## config.mk

```make
export PLATFORM = sky130hd
export DESIGN_NAME = priority_task_scheduler_core
export DESIGN_NICKNAME = d
export VERILOG_FILES = /design/src/rtl/pts_pkg.sv /design/src/rtl/pts_slot_ram.sv /design/src/rtl/priority_task_scheduler_core.sv
export SDC_FILE = /design/constraint.sdc
export NUM_CORES = 1
export LEC_CHECK = 0
export ABC_CLOCK_PERIOD_IN_PS = 6400
export BUFFER_PORTS_ARGS = -buffer_cell sky130_fd_sc_hd__clkbuf_2
export CAP_MARGIN = 20
export CORE_MARGIN = 2
export CORE_UTILIZATION = 25
export CTS_BUF_LIST = sky130_fd_sc_hd__clkbuf_4
export CTS_CLUSTER_DIAMETER = 50
export DETAILED_ROUTE_END_ITERATION = 16
export PLACE_DENSITY = 0.47
export SYNTH_ARGS = -nofsm -noshare
export SYNTH_HDL_FRONTEND = slang
export SYNTH_SLANG_ARGS = --single-unit
```

## constraint.sdc

```tcl
create_clock -name i_clk -period 6.4 [get_ports i_clk]
set_input_delay 0.32 -clock i_clk [delete_from_list [all_inputs] [get_ports i_clk]]
set_output_delay 0.32 -clock i_clk [all_outputs]
set_load 0.1 [all_outputs]
```

## src/rtl/pts_pkg.sv

```systemverilog
// package for the priority task scheduler: codes, slot entry and word types
package pts_pkg;

    localparam int MAX_TASKS = 16;
    localparam int NUM_SEMS  = 8;
    localparam int ID_WIDTH  = 16;
    localparam int SLOT_W    = $clog2(MAX_TASKS);
    localparam int SEM_W     = $clog2(NUM_SEMS);
    localparam int STAMP_W   = 16;

    localparam logic [2:0] K_CREATE   = 3'd0;
    localparam logic [2:0] K_FORK     = 3'd1;
    localparam logic [2:0] K_KILL     = 3'd2;
    localparam logic [2:0] K_KILL_RUN = 3'd3;
    localparam logic [2:0] K_QUANTUM  = 3'd4;
    localparam logic [2:0] K_BLOCK    = 3'd5;
    localparam logic [2:0] K_UNBLOCK  = 3'd6;
    localparam logic [2:0] K_INFO     = 3'd7;

    localparam logic [2:0] ST_OK        = 3'd0;
    localparam logic [2:0] ST_BAD_PRIO  = 3'd1;
    localparam logic [2:0] ST_FULL      = 3'd2;
    localparam logic [2:0] ST_NOT_FOUND = 3'd3;
    localparam logic [2:0] ST_NO_RUN    = 3'd4;
    localparam logic [2:0] ST_NONE_BLK  = 3'd5;

    localparam logic [1:0] MODE_READY = 2'd0;
    localparam logic [1:0] MODE_RUN   = 2'd1;
    localparam logic [1:0] MODE_BLOCK = 2'd2;

    localparam logic [1:0] LVL_BAD = 2'd3;

    typedef struct packed {
        logic [ID_WIDTH-1:0] id;
        logic [1:0]          level;
        logic [1:0]          mode;
        logic [STAMP_W-1:0]  stamp;
        logic [SEM_W-1:0]    sem;
    } t_entry;

    typedef struct packed {
        logic [2:0]  kind;
        logic [1:0]  priority_req;
        logic [15:0] pid;
        logic [2:0]  sem_id;
    } t_in;

    typedef struct packed {
        logic [2:0]  status;
        logic [15:0] result_pid;
        logic        running_valid;
        logic [15:0] running_pid;
        logic [1:0]  info_level;
        logic [1:0]  info_state;
    } t_out;

    // strictly better: higher level (lower code), then older
    function automatic logic better(input logic [1:0] la, input logic [STAMP_W-1:0] aa,
                                    input logic [1:0] lb, input logic [STAMP_W-1:0] ab);
        better = (la < lb) || ((la == lb) && (aa > ab));
    endfunction

endpackage

```

## src/rtl/pts_slot_ram.sv

```systemverilog
// slot table memory: one write port, one registered read port
module pts_slot_ram
    import pts_pkg::*;
(
    input  logic              i_clk,
    input  logic              i_we,
    input  logic [SLOT_W-1:0] i_waddr,
    input  t_entry            i_wdata,
    input  logic [SLOT_W-1:0] i_raddr,
    output t_entry            o_rdata
);
    t_entry r_mem [MAX_TASKS];
    t_entry r_rdata;

    always_ff @(posedge i_clk) begin
        if (i_we) begin
            r_mem[i_waddr] <= i_wdata;
        end
        r_rdata <= r_mem[i_raddr];
    end

    assign o_rdata = r_rdata;
endmodule

```

## src/rtl/priority_task_scheduler_core.sv

```systemverilog
// top level of the three-level strict priority task scheduler
//
// one event word is taken when start is high and busy is low. every event
// sweeps the sixteen slot table in memory, one slot read per cycle, then
// writes back at most two entries. the result word is shown on o_word
// with o_done, which is high for a single cycle; the receiver cannot
// stall it, so it must take it then. busy is low again in the strobe cycle
// and a new event may be started there.
module priority_task_scheduler_core
    import pts_pkg::*;
(
    input  logic i_clk,
    input  logic i_rst_n,
    input  logic start,
    input  t_in  i_word,
    output logic busy,
    output logic o_done,
    output t_out o_word
);
    localparam logic [1:0] S_IDLE = 2'd0;
    localparam logic [1:0] S_SCAN = 2'd1;
    localparam logic [1:0] S_EVAL = 2'd2;
    localparam logic [1:0] S_WR2  = 2'd3;

    logic [1:0]          r_state;
    t_in                 r_in;
    logic [SLOT_W:0]     r_cnt;
    logic                r_rd_vld;
    logic [SLOT_W-1:0]   r_rd_idx;
    logic [MAX_TASKS-1:0] r_used;
    logic [ID_WIDTH-1:0] r_next_id;
    logic [STAMP_W-1:0]  r_ctr;
    logic [STAMP_W-1:0]  r_sel_ctr;
    logic                r_run_v;
    logic [SLOT_W-1:0]   r_run_slot;
    logic [ID_WIDTH-1:0] r_run_id;
    logic [1:0]          r_run_lvl;

    // sweep captures
    t_entry              r_run_e;
    logic                r_fnd_v;
    logic [SLOT_W-1:0]   r_fnd_i;
    t_entry              r_fnd_e;
    logic                r_bst_v;
    logic [SLOT_W-1:0]   r_bst_i;
    t_entry              r_bst_e;
    logic [STAMP_W-1:0]  r_bst_age;
    logic                r_blk_v;
    logic [SLOT_W-1:0]   r_blk_i;
    t_entry              r_blk_e;
    logic [STAMP_W-1:0]  r_blk_age;

    // second write
    logic [SLOT_W-1:0]   r_w2_addr;
    t_entry              r_w2_data;

    logic                r_done;
    t_out                r_out;

    t_entry              rdata;
    logic                mem_we;
    logic [SLOT_W-1:0]   mem_waddr;
    t_entry              mem_wdata;

    pts_slot_ram u_ram (
        .i_clk   (i_clk),
        .i_we    (mem_we),
        .i_waddr (mem_waddr),
        .i_wdata (mem_wdata),
        .i_raddr (r_cnt[SLOT_W-1:0]),
        .o_rdata (rdata)
    );

    // lowest free slot
    logic              free_v;
    logic [SLOT_W-1:0] free_i;
    always_comb begin
        free_v = 1'b0;
        free_i = '0;
        for (int k = MAX_TASKS - 1; k >= 0; k--) begin
            if (!r_used[k]) begin
                free_v = 1'b1;
                free_i = SLOT_W'(k);
            end
        end
    end

    // sweep compare terms
    logic [STAMP_W-1:0] age_sel;
    logic [STAMP_W-1:0] age_blk;
    logic               sc_used;
    logic               sc_match;
    logic               sc_excl;
    assign age_sel  = r_sel_ctr - rdata.stamp;
    assign age_blk  = r_ctr - rdata.stamp;
    assign sc_used  = r_used[r_rd_idx];
    assign sc_match = sc_used && (rdata.id == r_in.pid) && !r_fnd_v;
    assign sc_excl  = sc_match && (r_in.kind == K_KILL);

    // evaluation of the event once the sweep is complete
    t_out                n_out;
    logic                w1_en;
    logic [SLOT_W-1:0]   w1_addr;
    t_entry              w1_data;
    logic                n_w2_en;
    logic [SLOT_W-1:0]   n_w2_addr;
    t_entry              n_w2_data;
    logic                n_run_v;
    logic [SLOT_W-1:0]   n_run_slot;
    logic [ID_WIDTH-1:0] n_run_id;
    logic [1:0]          n_run_lvl;
    logic [STAMP_W-1:0]  n_ctr;
    logic [ID_WIDTH-1:0] n_next_id;
    logic                set_en;
    logic [SLOT_W-1:0]   set_i;
    logic                clr_en;
    logic [SLOT_W-1:0]   clr_i;
    logic [1:0]          c_lvl;
    t_entry              e_tmp;
    t_entry              e_bst;
    logic                pick_blk;

    always_comb begin
        n_out      = '0;
        w1_en      = 1'b0;
        w1_addr    = '0;
        w1_data    = r_bst_e;
        n_w2_en    = 1'b0;
        n_w2_addr  = r_bst_i;
        n_w2_data  = r_bst_e;
        n_run_v    = r_run_v;
        n_run_slot = r_run_slot;
        n_run_id   = r_run_id;
        n_run_lvl  = r_run_lvl;
        n_ctr      = r_ctr;
        n_next_id  = r_next_id;
        set_en     = 1'b0;
        set_i      = free_i;
        clr_en     = 1'b0;
        clr_i      = r_run_slot;
        c_lvl      = (r_in.kind == K_CREATE) ? r_in.priority_req : r_run_lvl;
        e_tmp      = r_blk_e;
        e_bst      = r_bst_e;
        e_bst.mode = MODE_RUN;
        pick_blk   = 1'b0;
        case (r_in.kind)
            K_CREATE, K_FORK: begin
                if (r_in.kind == K_FORK && !r_run_v) begin
                    n_out.status = ST_NO_RUN;
                end else if (!free_v) begin
                    n_out.status = ST_FULL;
                end else begin
                    n_next_id = r_next_id + 1'b1;
                    if (c_lvl == LVL_BAD) begin
                        n_out.status = ST_BAD_PRIO;
                    end else begin
                        e_tmp.id    = r_next_id;
                        e_tmp.level = c_lvl;
                        e_tmp.mode  = r_run_v ? MODE_READY : MODE_RUN;
                        e_tmp.stamp = r_ctr;
                        e_tmp.sem   = '0;
                        w1_en   = 1'b1;
                        w1_addr = free_i;
                        w1_data = e_tmp;
                        set_en  = 1'b1;
                        n_ctr   = r_ctr + 1'b1;
                        n_out.result_pid = r_next_id;
                        if (!r_run_v) begin
                            n_run_v    = 1'b1;
                            n_run_slot = free_i;
                            n_run_id   = r_next_id;
                            n_run_lvl  = c_lvl;
                        end
                    end
                end
            end
            K_KILL, K_KILL_RUN: begin
                if (r_in.kind == K_KILL && !r_fnd_v) begin
                    n_out.status = ST_NOT_FOUND;
                end else if (r_in.kind == K_KILL_RUN && !r_run_v) begin
                    n_out.status = ST_NO_RUN;
                end else begin
                    clr_en = 1'b1;
                    if (r_in.kind == K_KILL) begin
                        clr_i = r_fnd_i;
                        n_out.result_pid = r_fnd_e.id;
                        n_run_v = r_run_v && (r_run_slot != r_fnd_i);
                    end else begin
                        n_out.result_pid = r_run_id;
                        n_run_v = 1'b0;
                    end
                    // the victim is never in the ready set here
                    if (!n_run_v && r_bst_v) begin
                        w1_en      = 1'b1;
                        w1_addr    = r_bst_i;
                        w1_data    = e_bst;
                        n_run_v    = 1'b1;
                        n_run_slot = r_bst_i;
                        n_run_id   = r_bst_e.id;
                        n_run_lvl  = r_bst_e.level;
                    end
                end
            end
            K_QUANTUM: begin
                if (!r_run_v) begin
                    n_out.status = ST_NO_RUN;
                end else if (r_bst_v) begin
                    e_tmp      = r_run_e;
                    e_tmp.mode = MODE_READY;
                    w1_en      = 1'b1;
                    w1_addr    = r_run_slot;
                    w1_data    = e_tmp;
                    n_w2_en    = 1'b1;
                    n_w2_data  = e_bst;
                    n_run_slot = r_bst_i;
                    n_run_id   = r_bst_e.id;
                    n_run_lvl  = r_bst_e.level;
                end
            end
            K_BLOCK: begin
                if (!r_run_v) begin
                    n_out.status = ST_NO_RUN;
                end else begin
                    n_out.result_pid = r_run_id;
                    e_tmp       = r_run_e;
                    e_tmp.mode  = MODE_BLOCK;
                    e_tmp.sem   = r_in.sem_id[SEM_W-1:0];
                    e_tmp.stamp = r_ctr;
                    w1_en   = 1'b1;
                    w1_addr = r_run_slot;
                    w1_data = e_tmp;
                    n_ctr   = r_ctr + 1'b1;
                    n_run_v = 1'b0;
                    if (r_bst_v) begin
                        n_w2_en    = 1'b1;
                        n_w2_data  = e_bst;
                        n_run_v    = 1'b1;
                        n_run_slot = r_bst_i;
                        n_run_id   = r_bst_e.id;
                        n_run_lvl  = r_bst_e.level;
                    end
                end
            end
            K_UNBLOCK: begin
                if (!r_blk_v) begin
                    n_out.status = ST_NONE_BLK;
                end else begin
                    n_out.result_pid = r_blk_e.id;
                    e_tmp.mode  = MODE_READY;
                    e_tmp.stamp = r_ctr;
                    n_ctr   = r_ctr + 1'b1;
                    w1_en   = 1'b1;
                    w1_addr = r_blk_i;
                    if (!r_run_v) begin
                        // the woken task has age one at selection time
                        pick_blk = !r_bst_v
                            || better(r_blk_e.level, STAMP_W'(1), r_bst_e.level, r_bst_age)
                            || (!better(r_bst_e.level, r_bst_age, r_blk_e.level, STAMP_W'(1))
                                && (r_blk_i < r_bst_i));
                        if (pick_blk) begin
                            e_tmp.mode = MODE_RUN;
                            n_run_v    = 1'b1;
                            n_run_slot = r_blk_i;
                            n_run_id   = r_blk_e.id;
                            n_run_lvl  = r_blk_e.level;
                        end else begin
                            n_w2_en    = 1'b1;
                            n_w2_data  = e_bst;
                            n_run_v    = 1'b1;
                            n_run_slot = r_bst_i;
                            n_run_id   = r_bst_e.id;
                            n_run_lvl  = r_bst_e.level;
                        end
                    end
                    w1_data = e_tmp;
                end
            end
            default: begin
                if (!r_fnd_v) begin
                    n_out.status = ST_NOT_FOUND;
                end else begin
                    n_out.result_pid = r_fnd_e.id;
                    n_out.info_level = r_fnd_e.level;
                    n_out.info_state = r_fnd_e.mode;
                end
            end
        endcase
        n_out.running_valid = n_run_v;
        n_out.running_pid   = n_run_v ? n_run_id : '0;
    end

    assign mem_we    = (r_state == S_EVAL) ? w1_en : (r_state == S_WR2);
    assign mem_waddr = (r_state == S_EVAL) ? w1_addr : r_w2_addr;
    assign mem_wdata = (r_state == S_EVAL) ? w1_data : r_w2_data;

    // control sequencer
    always_ff @(posedge i_clk) begin
        if (!i_rst_n) begin
            r_state   <= S_IDLE;
            r_used    <= '0;
            r_next_id <= ID_WIDTH'(1);
            r_ctr     <= '0;
            r_run_v   <= 1'b0;
            r_run_slot <= '0;
            r_done    <= 1'b0;
            r_cnt     <= '0;
            r_rd_vld  <= 1'b0;
        end else begin
            r_done <= 1'b0;
            case (r_state)
                S_IDLE: begin
                    if (start) begin
                        r_state  <= S_SCAN;
                        r_cnt    <= '0;
                        r_rd_vld <= 1'b0;
                    end
                end
                S_SCAN: begin
                    r_rd_vld <= !r_cnt[SLOT_W];
                    if (!r_cnt[SLOT_W]) begin
                        r_cnt <= r_cnt + 1'b1;
                    end
                    if (r_rd_vld && r_rd_idx == SLOT_W'(MAX_TASKS - 1)) begin
                        r_state <= S_EVAL;
                    end
                end
                S_EVAL: begin
                    r_run_v    <= n_run_v;
                    r_run_slot <= n_run_slot;
                    r_ctr      <= n_ctr;
                    r_next_id  <= n_next_id;
                    if (set_en) begin
                        r_used[set_i] <= 1'b1;
                    end
                    if (clr_en) begin
                        r_used[clr_i] <= 1'b0;
                    end
                    if (n_w2_en) begin
                        r_state <= S_WR2;
                    end else begin
                        r_state <= S_IDLE;
                        r_done  <= 1'b1;
                    end
                end
                S_WR2: begin
                    r_state <= S_IDLE;
                    r_done  <= 1'b1;
                end
                default: begin
                    r_state <= S_IDLE;
                end
            endcase
        end
    end

    // payload registers
    always_ff @(posedge i_clk) begin
        r_rd_idx <= r_cnt[SLOT_W-1:0];
        if (r_state == S_IDLE && start) begin
            r_in    <= i_word;
            r_fnd_v <= 1'b0;
            r_bst_v <= 1'b0;
            r_blk_v <= 1'b0;
            // selection after block or unblock sees the advanced counter
            r_sel_ctr <= (i_word.kind == K_BLOCK || i_word.kind == K_UNBLOCK)
                         ? r_ctr + 1'b1 : r_ctr;
        end
        if (r_state == S_SCAN && r_rd_vld) begin
            if (sc_used && r_run_v && r_rd_idx == r_run_slot) begin
                r_run_e <= rdata;
            end
            if (sc_match) begin
                r_fnd_v <= 1'b1;
                r_fnd_i <= r_rd_idx;
                r_fnd_e <= rdata;
            end
            if (sc_used && !sc_excl && rdata.mode == MODE_READY
                && (!r_bst_v || better(rdata.level, age_sel, r_bst_e.level, r_bst_age))) begin
                r_bst_v   <= 1'b1;
                r_bst_i   <= r_rd_idx;
                r_bst_e   <= rdata;
                r_bst_age <= age_sel;
            end
            if (sc_used && rdata.mode == MODE_BLOCK && rdata.sem == r_in.sem_id[SEM_W-1:0]
                && (!r_blk_v || age_blk > r_blk_age)) begin
                r_blk_v   <= 1'b1;
                r_blk_i   <= r_rd_idx;
                r_blk_e   <= rdata;
                r_blk_age <= age_blk;
            end
        end
        if (r_state == S_EVAL) begin
            r_out     <= n_out;
            r_run_id  <= n_run_id;
            r_run_lvl <= n_run_lvl;
            r_w2_addr <= n_w2_addr;
            r_w2_data <= n_w2_data;
        end
    end

    assign busy   = (r_state != S_IDLE);
    assign o_done = r_done;
    assign o_word = r_out;

    // the running slot always points at a used slot
    a_run_used: assert property (@(posedge i_clk) disable iff (!i_rst_n)
        r_run_v |-> r_used[r_run_slot])
        else $error("running slot not in use");

    // an accepted event makes the block busy
    a_accept_busy: assert property (@(posedge i_clk) disable iff (!i_rst_n)
        (start && !busy) |=> busy)
        else $error("accept did not start a sweep");

    // the result strobe comes only when the sequencer has gone idle
    a_done_idle: assert property (@(posedge i_clk) disable iff (!i_rst_n)
        o_done |-> (!busy && ($past(r_state) == S_EVAL || $past(r_state) == S_WR2)))
        else $error("result strobe outside of completion");
endmodule
```

# Yosys cells after proc, flatten, opt, wreduce, memory -nomap -nowiden
# Memory sizes are Yosys's and may differ from the RTL's. A register that Yosys moved wholly into a read port is not among the register bits.
# Index checks and enable logic that the tools add are counted.
# word_totals
inputBits	27
ff_bits	371
memories	1
word_cells	374
ram_bits	624
output_inout_bits	42
# op_classes
n_reduce_logical	62
n_bitwise	5
mux	199
magnitude_cmp	13
addsub	5
eq_ne	36
# mem_list
name	words	word_bits	read_ports	rd_ports_with_merged_regs	wr	line	text
u_ram.r_mem	16	39	1	1	1	pts_slot_ram.sv:12	t_entry r_mem [MAX_TASKS];
# ops
operator	count
two-way mux 16 bit	31
two-way mux 39 bit	8
one-hot mux 39 bit (5 select lines)	1
two-way mux 4 bit	43
two-way mux 21 bit	8
one-hot mux 16 bit (5 select lines)	1
two-way mux 1 bit	65
one-hot mux 16 bit (4 select lines)	1
one-hot mux 16 bit (3 select lines)	1
one-hot mux 21 bit (2 select lines)	1
two-way mux 2 bit	18
adder 16 x 1 -> 16 bit (second input constant)	2
greater-than comparator 16 bit	2
subtractor 16 bit	2
inequality test 2 bit (second input constant)	13
logical AND 1 bit	25
one-hot mux 4 bit (5 select lines)	1
bitwise AND 16 bit	1
== test 16 bit	1
greater-than comparator 1 x 16 -> 1 bit (first input constant)	1
greater-than comparator 16 x 1 -> 1 bit (second input constant)	1
inverter 16 bit	1
OR 16 bit	1
one-hot mux 2 bit (4 select lines)	2
other kinds (41)	89

# Longest topological paths before layout
# depth
word_depth	26
depth_mapped	19
ltp_nobuf	19

# Modules after synthesis
# From an unflattened synthesis, not the netlist that was laid out.
# hier_totals
hier_cells	2543
area_unflattened_um2	42460.7
# by_module_without_submodules
mod	cells_per_inst	seq_area_each_um2	instances	area_per_inst_um2
pts_slot_ram	1014	19518.7	1	24185.7
priority_task_scheduler_core	1529	10450.0	1	18275.0

# Worst setup path after synthesis
# OpenSTA, ideal clock, no wires.
# synth_timing
path_type	register to register
startpoint	register r_state[1]
endpoint	memory u_ram.r_mem[3][0] (netlist name) (enable)
period_less_slack_ns	6.855
path_stages_with_launch	8
arrival_time_ns	6.415
path_slack_ns	-0.455
n_path_buf	2
required_time_ns	5.960
setup_time_ns	0.440
cell_sequence	dfxtp_1 -> clkbuf_1 -> nand2_1 -> inv_1 -> clkbuf_1 -> a31oi_1 -> nor3b_1 -> nor2b_1
# synth_between
elab_chain_len	4
elab_cells_between_ends	6
cone_classes	eq/ne (2); mux (4)
# synth_rtl
item	line	text
start, declared	priority_task_scheduler_core.sv:25	logic [1:0] r_state;
start signal, assigned	priority_task_scheduler_core.sv:299	r_state <= S_IDLE;
start signal, assigned	priority_task_scheduler_core.sv:313	r_state <= S_SCAN;
start signal, assigned	priority_task_scheduler_core.sv:324	r_state <= S_EVAL;
== test 2 bit (on tied branches)	priority_task_scheduler_core.sv:292, priority_task_scheduler_core.sv:293	
two-way mux 1 bit	priority_task_scheduler_core.sv:292	assign mem_we = (r_state == S_EVAL) ? w1_en : (r_state == S_WR2);
two-way mux 1 bit	pts_slot_ram.sv:16	if (i_we) begin
two-way mux 1 bit (implied by the code)	pts_slot_ram.sv:17	r_mem[i_waddr] <= i_wdata;
end, declared	pts_slot_ram.sv:12	
# Several ways; a longest one is shown, not always the timed one.

# Final worst setup path
# layout_timing
startpoint	register, netlist name u_ram.o_rdata[4]
endpoint	register r_bst_e (netlist bit e_bst[23]) (enable)
# layout_between
elab_chain_len	7
# layout_rtl
item	line	text
subtractor 16 bit	priority_task_scheduler_core.sv:94	assign age_sel = r_sel_ctr - rdata.stamp;
via age_sel[15]	priority_task_scheduler_core.sv:89	logic [STAMP_W-1:0] age_sel;
greater-than comparator 16 bit	pts_pkg.sv:60	better = (la < lb) || ((la == lb) && (aa > ab));
logical AND 1 bit	pts_pkg.sv:60	
logical OR 1 bit	pts_pkg.sv:60	
logical OR 1 bit	priority_task_scheduler_core.sv:378	&& (!r_bst_v || better(rdata.level, age_sel, r_bst_e.level, r_bst_age))) begin
logical AND 1 bit	priority_task_scheduler_core.sv:378	
AND reduction 2 bit (no line)	n/a	
end signal, assigned	priority_task_scheduler_core.sv:381	r_bst_e <= rdata;
end, declared	priority_task_scheduler_core.sv:46	t_entry r_bst_e;
# The timed path passes the listed nets, and every way through them passes these cells.
# A chain may end at the register's enable or synchronous reset.

==> impl_results.md <==
- Run status: finished, final reports clean
- Post-DP HPWL: 68.1 mm
- Syn nets: 2,611
- Post-synthesis register bit count: 1,034
- Initial core utilization: 25.1%
- Seq/Total Area, Yosys: 70.5%
- Port Buffers: 68
- Fill cell count: 16.8k
- Total Routing Usage GR: 13.1%
- Wire per inst: 21.7 um
- Clk buf depth: 4
- Postcts setup bufs: 0
- Die W: 416 um
- Relative slew margins: 32.3%
- CTS Buf Count: 288
- Root Driver: clkbuf_4
- Crit path DAT: 5910 ps
- Final ANT Viol Nets: 0
- Maximum number of pins on one net before global-route repair: 77
- Synth warn: 0
- Nets@finish: 2,961
- Area leader, netlist: edfxtp_1
- Hold_buf cts: 51
- Worst VDD drop: 0.000132 V
- Cells after Synth: 2,507
- # rows: 151
- Share of cells above drive strength 1: 27.7%
- FF-to-FF setup slack: 1300 ps
- Most frequent cells in the layout: edfxtp_1, clkbuf_4, mux4_2, nor2_1, nand2_1
- PostCTS Resize Cnt: 0
- Top-area cell type share of the netlist area: 65.4%
- Max Clk Rate: 196 MHz
- Area grow syn2layout: 17.3%
- Total gr overflow: 0
- H-tree Lvls: 5
- Worst-path clk slew: 70 ps
- Final min period: 5100 ps
- Final Hold Fails: 0
- Lkg Pwr: 16.3 nW
- Share of flip-flops with an asynchronous set or reset: 0%
- Die height: 416 um
- Hold Path Class: in -> reg
- Setup TNS: 0 ps
- Routability cong.: 0.829
- Via-per-instance ratio: 4.58
- Core area: 0.169 mm2
- Synth unique cells: 76
- Top_reg_cell synth: edfxtp_1
- FF+latch area: 0.0300 mm2
- CTS Sinks: 1,034
- Critical path class: reg -> reg
- First-pass GRT wire length: 168 mm
- Area of the multi-input gates: 0.0120 mm2
- Initial DRC count: 1,770
- Power per Cell Area: 285 mW/mm2
- Initial antenna violation count: 7
- CP endpoint kind: register
- Vias in the first global route: 25.3k
- Number of remaining DRC errors: 0
- I/O pin total: 69
- Commonest non-fill, non-tap cell in the layout: edfxtp_1
- Die area: 0.173 mm2
- CTS tree: done
- Worst clock skew: 62.9 ps
- Synth area leaders: edfxtp_1, mux4_2, dfxtp_1, ha_1, nor2_1
- Startpoint types: register
- Slew Viols, Final: 0
- Worst-Skew Late Latency: 1180 ps
- First-pass DRT Iterations: 5
- Maxcap violations: 0
- Vias post-DR: 24.2k
- Mapped cell area: 0.0425 mm2
- Layout Utilization: 29.5%
- RSZ-0062 raised after global routing: false
- Crit path max fanout: 45
- Worst Max-Slew Pin Slew: 1010 ps
- Synth Area per Inst: 17.0 um2
- Routed Wire Length: 114 mm
- Crit share post-route: 79.7%
- Final setup viols: 0
- Worst EP required: 7210 ps
- Number of synthesized flops with an enable pin: 926
==> cell families (layout without fill, tap and decap cells) <==
kind of cell               Yosys count  after routing  synth area share (%)
DFF                               1034           1034                  70.5
and+or+nand+nor                    468            468                  5.36
AOI/OAI and AO/OA                  414            414                  7.03
muxes                              220            220                  11.1
buffers and inverters              203            747                  1.87
xor gates and xnor gates            91             91                  1.87
adders and majority gates           77             77                  2.30
other                                0              7                     0
==> power by group <==
group          total [mW]  internal [mW]  switching (mW)  leakage (nW)
sequential           7.54           7.45          0.0866          9.25
combinational       0.923          0.339           0.583          4.98
clock                5.75           3.10            2.65          2.11
==> synth_stat cells (32+ instances only) <==
cell type  instances
clkbuf_1          84
o21ai_0           70
nor3_1            32
edfxtp_1         926
xor2_1            51
nand2_1          116
xnor2_1           40
inv_1             87
mux4_2           200
ha_1              75
a21oi_1           89
nor2_1           151
dfxtp_1          108
a221o_1           55
==> metal layers <==
metal | wire length, um | GRT usage [%] | part of all wire, % | vias to the layer above
li1 | - | - | - | 10900
met1 | 51200 | 17.2 | 45 | 12500
met2 | 55700 | 21.6 | 49 | 629
met3 | 5390 | 2.73 | 4.7 | 134
met4 | 1880 | 4.03 | 1.6 | 0
met5 | 0 | 0 | 0 | -
==> stage by stage <==
| stage | total power, mW | hold WS (ps) | cells | cell area (um2) | setup WS [ps] |
|---|---|---|---|---|---|
| 6_report | 14.2 | 259 | 5276 | 49900 | 1300 |
| 5_1_grt | 14.9 | 163 | 5274 | 49900 | 781 |
| 4_1_cts | 14.5 | 105 | 5269 | 49900 | 1260 |
| 3_5_place_dp | 8.60 | 365 | 4734 | 45900 | 1290 |
| 3_3_place_gp | 8.60 | 372 | 4734 | 45900 | 1400 |
| 2_1_floorplan | 8.27 | 329 | 2507 | 42500 | 754 |
==> worst max-delay path: stages, from the launching register on <==
cell and delay [ps]:
dfxtp_1 350, inv_1 120, ha_1 290, nor2b_1 140
o31ai_1 470, a211o_1 220, a31oi_1 120, and4_1 230
a2111oi_0 630, a21oi_1 180, xnor2_1 270, ha_1 290
nand4_1 90, nor2_1 70, a21oi_1 170, o211ai_1 170
a21oi_4 530, buf_12 370
==> area by class of cell <==
cell class	count	share of cell area (%)
Antenna cell	7	0.0351
Clock buffer	439	6.61
Clock inverter	45	0.346
Inverter	88	0.672
Multi-Input combinational cell	1270	24.0
Sequential cell	1034	60.1
Tap cell	2218	5.56
Timing Repair Buffer	175	2.67
==> registers in the layout (all words and copies together), names as in the netlist, 16 cells and up <==
signal	flops
r_in	24
r_blk_age	16
r_run_id	16
r_blk_e	21
u_ram.o_rdata	39
r_ctr	16
r_fnd_e	20
r_run_e	37
r_next_id	16
u_ram.r_mem	624
e_bst	37
r_bst_age	16
r_used	16
r_sel_ctr	16
o_word	40
r_w2_data	39
==> worst paths after layout <==
| kind | cells after the start | endpoint | from |
|---|---|---|---|
| hold / removal | 5 | r_cnt[2] | start |
| setup reg to reg | 17 | e_bst[23] | u_ram.o_rdata[4] |
| hold reg to reg | 0 | r_rd_idx[3] | r_cnt[3] |
| setup / recovery | 17 | e_bst[23] | u_ram.o_rdata[4] |
(Power assumes the default switching activity.)
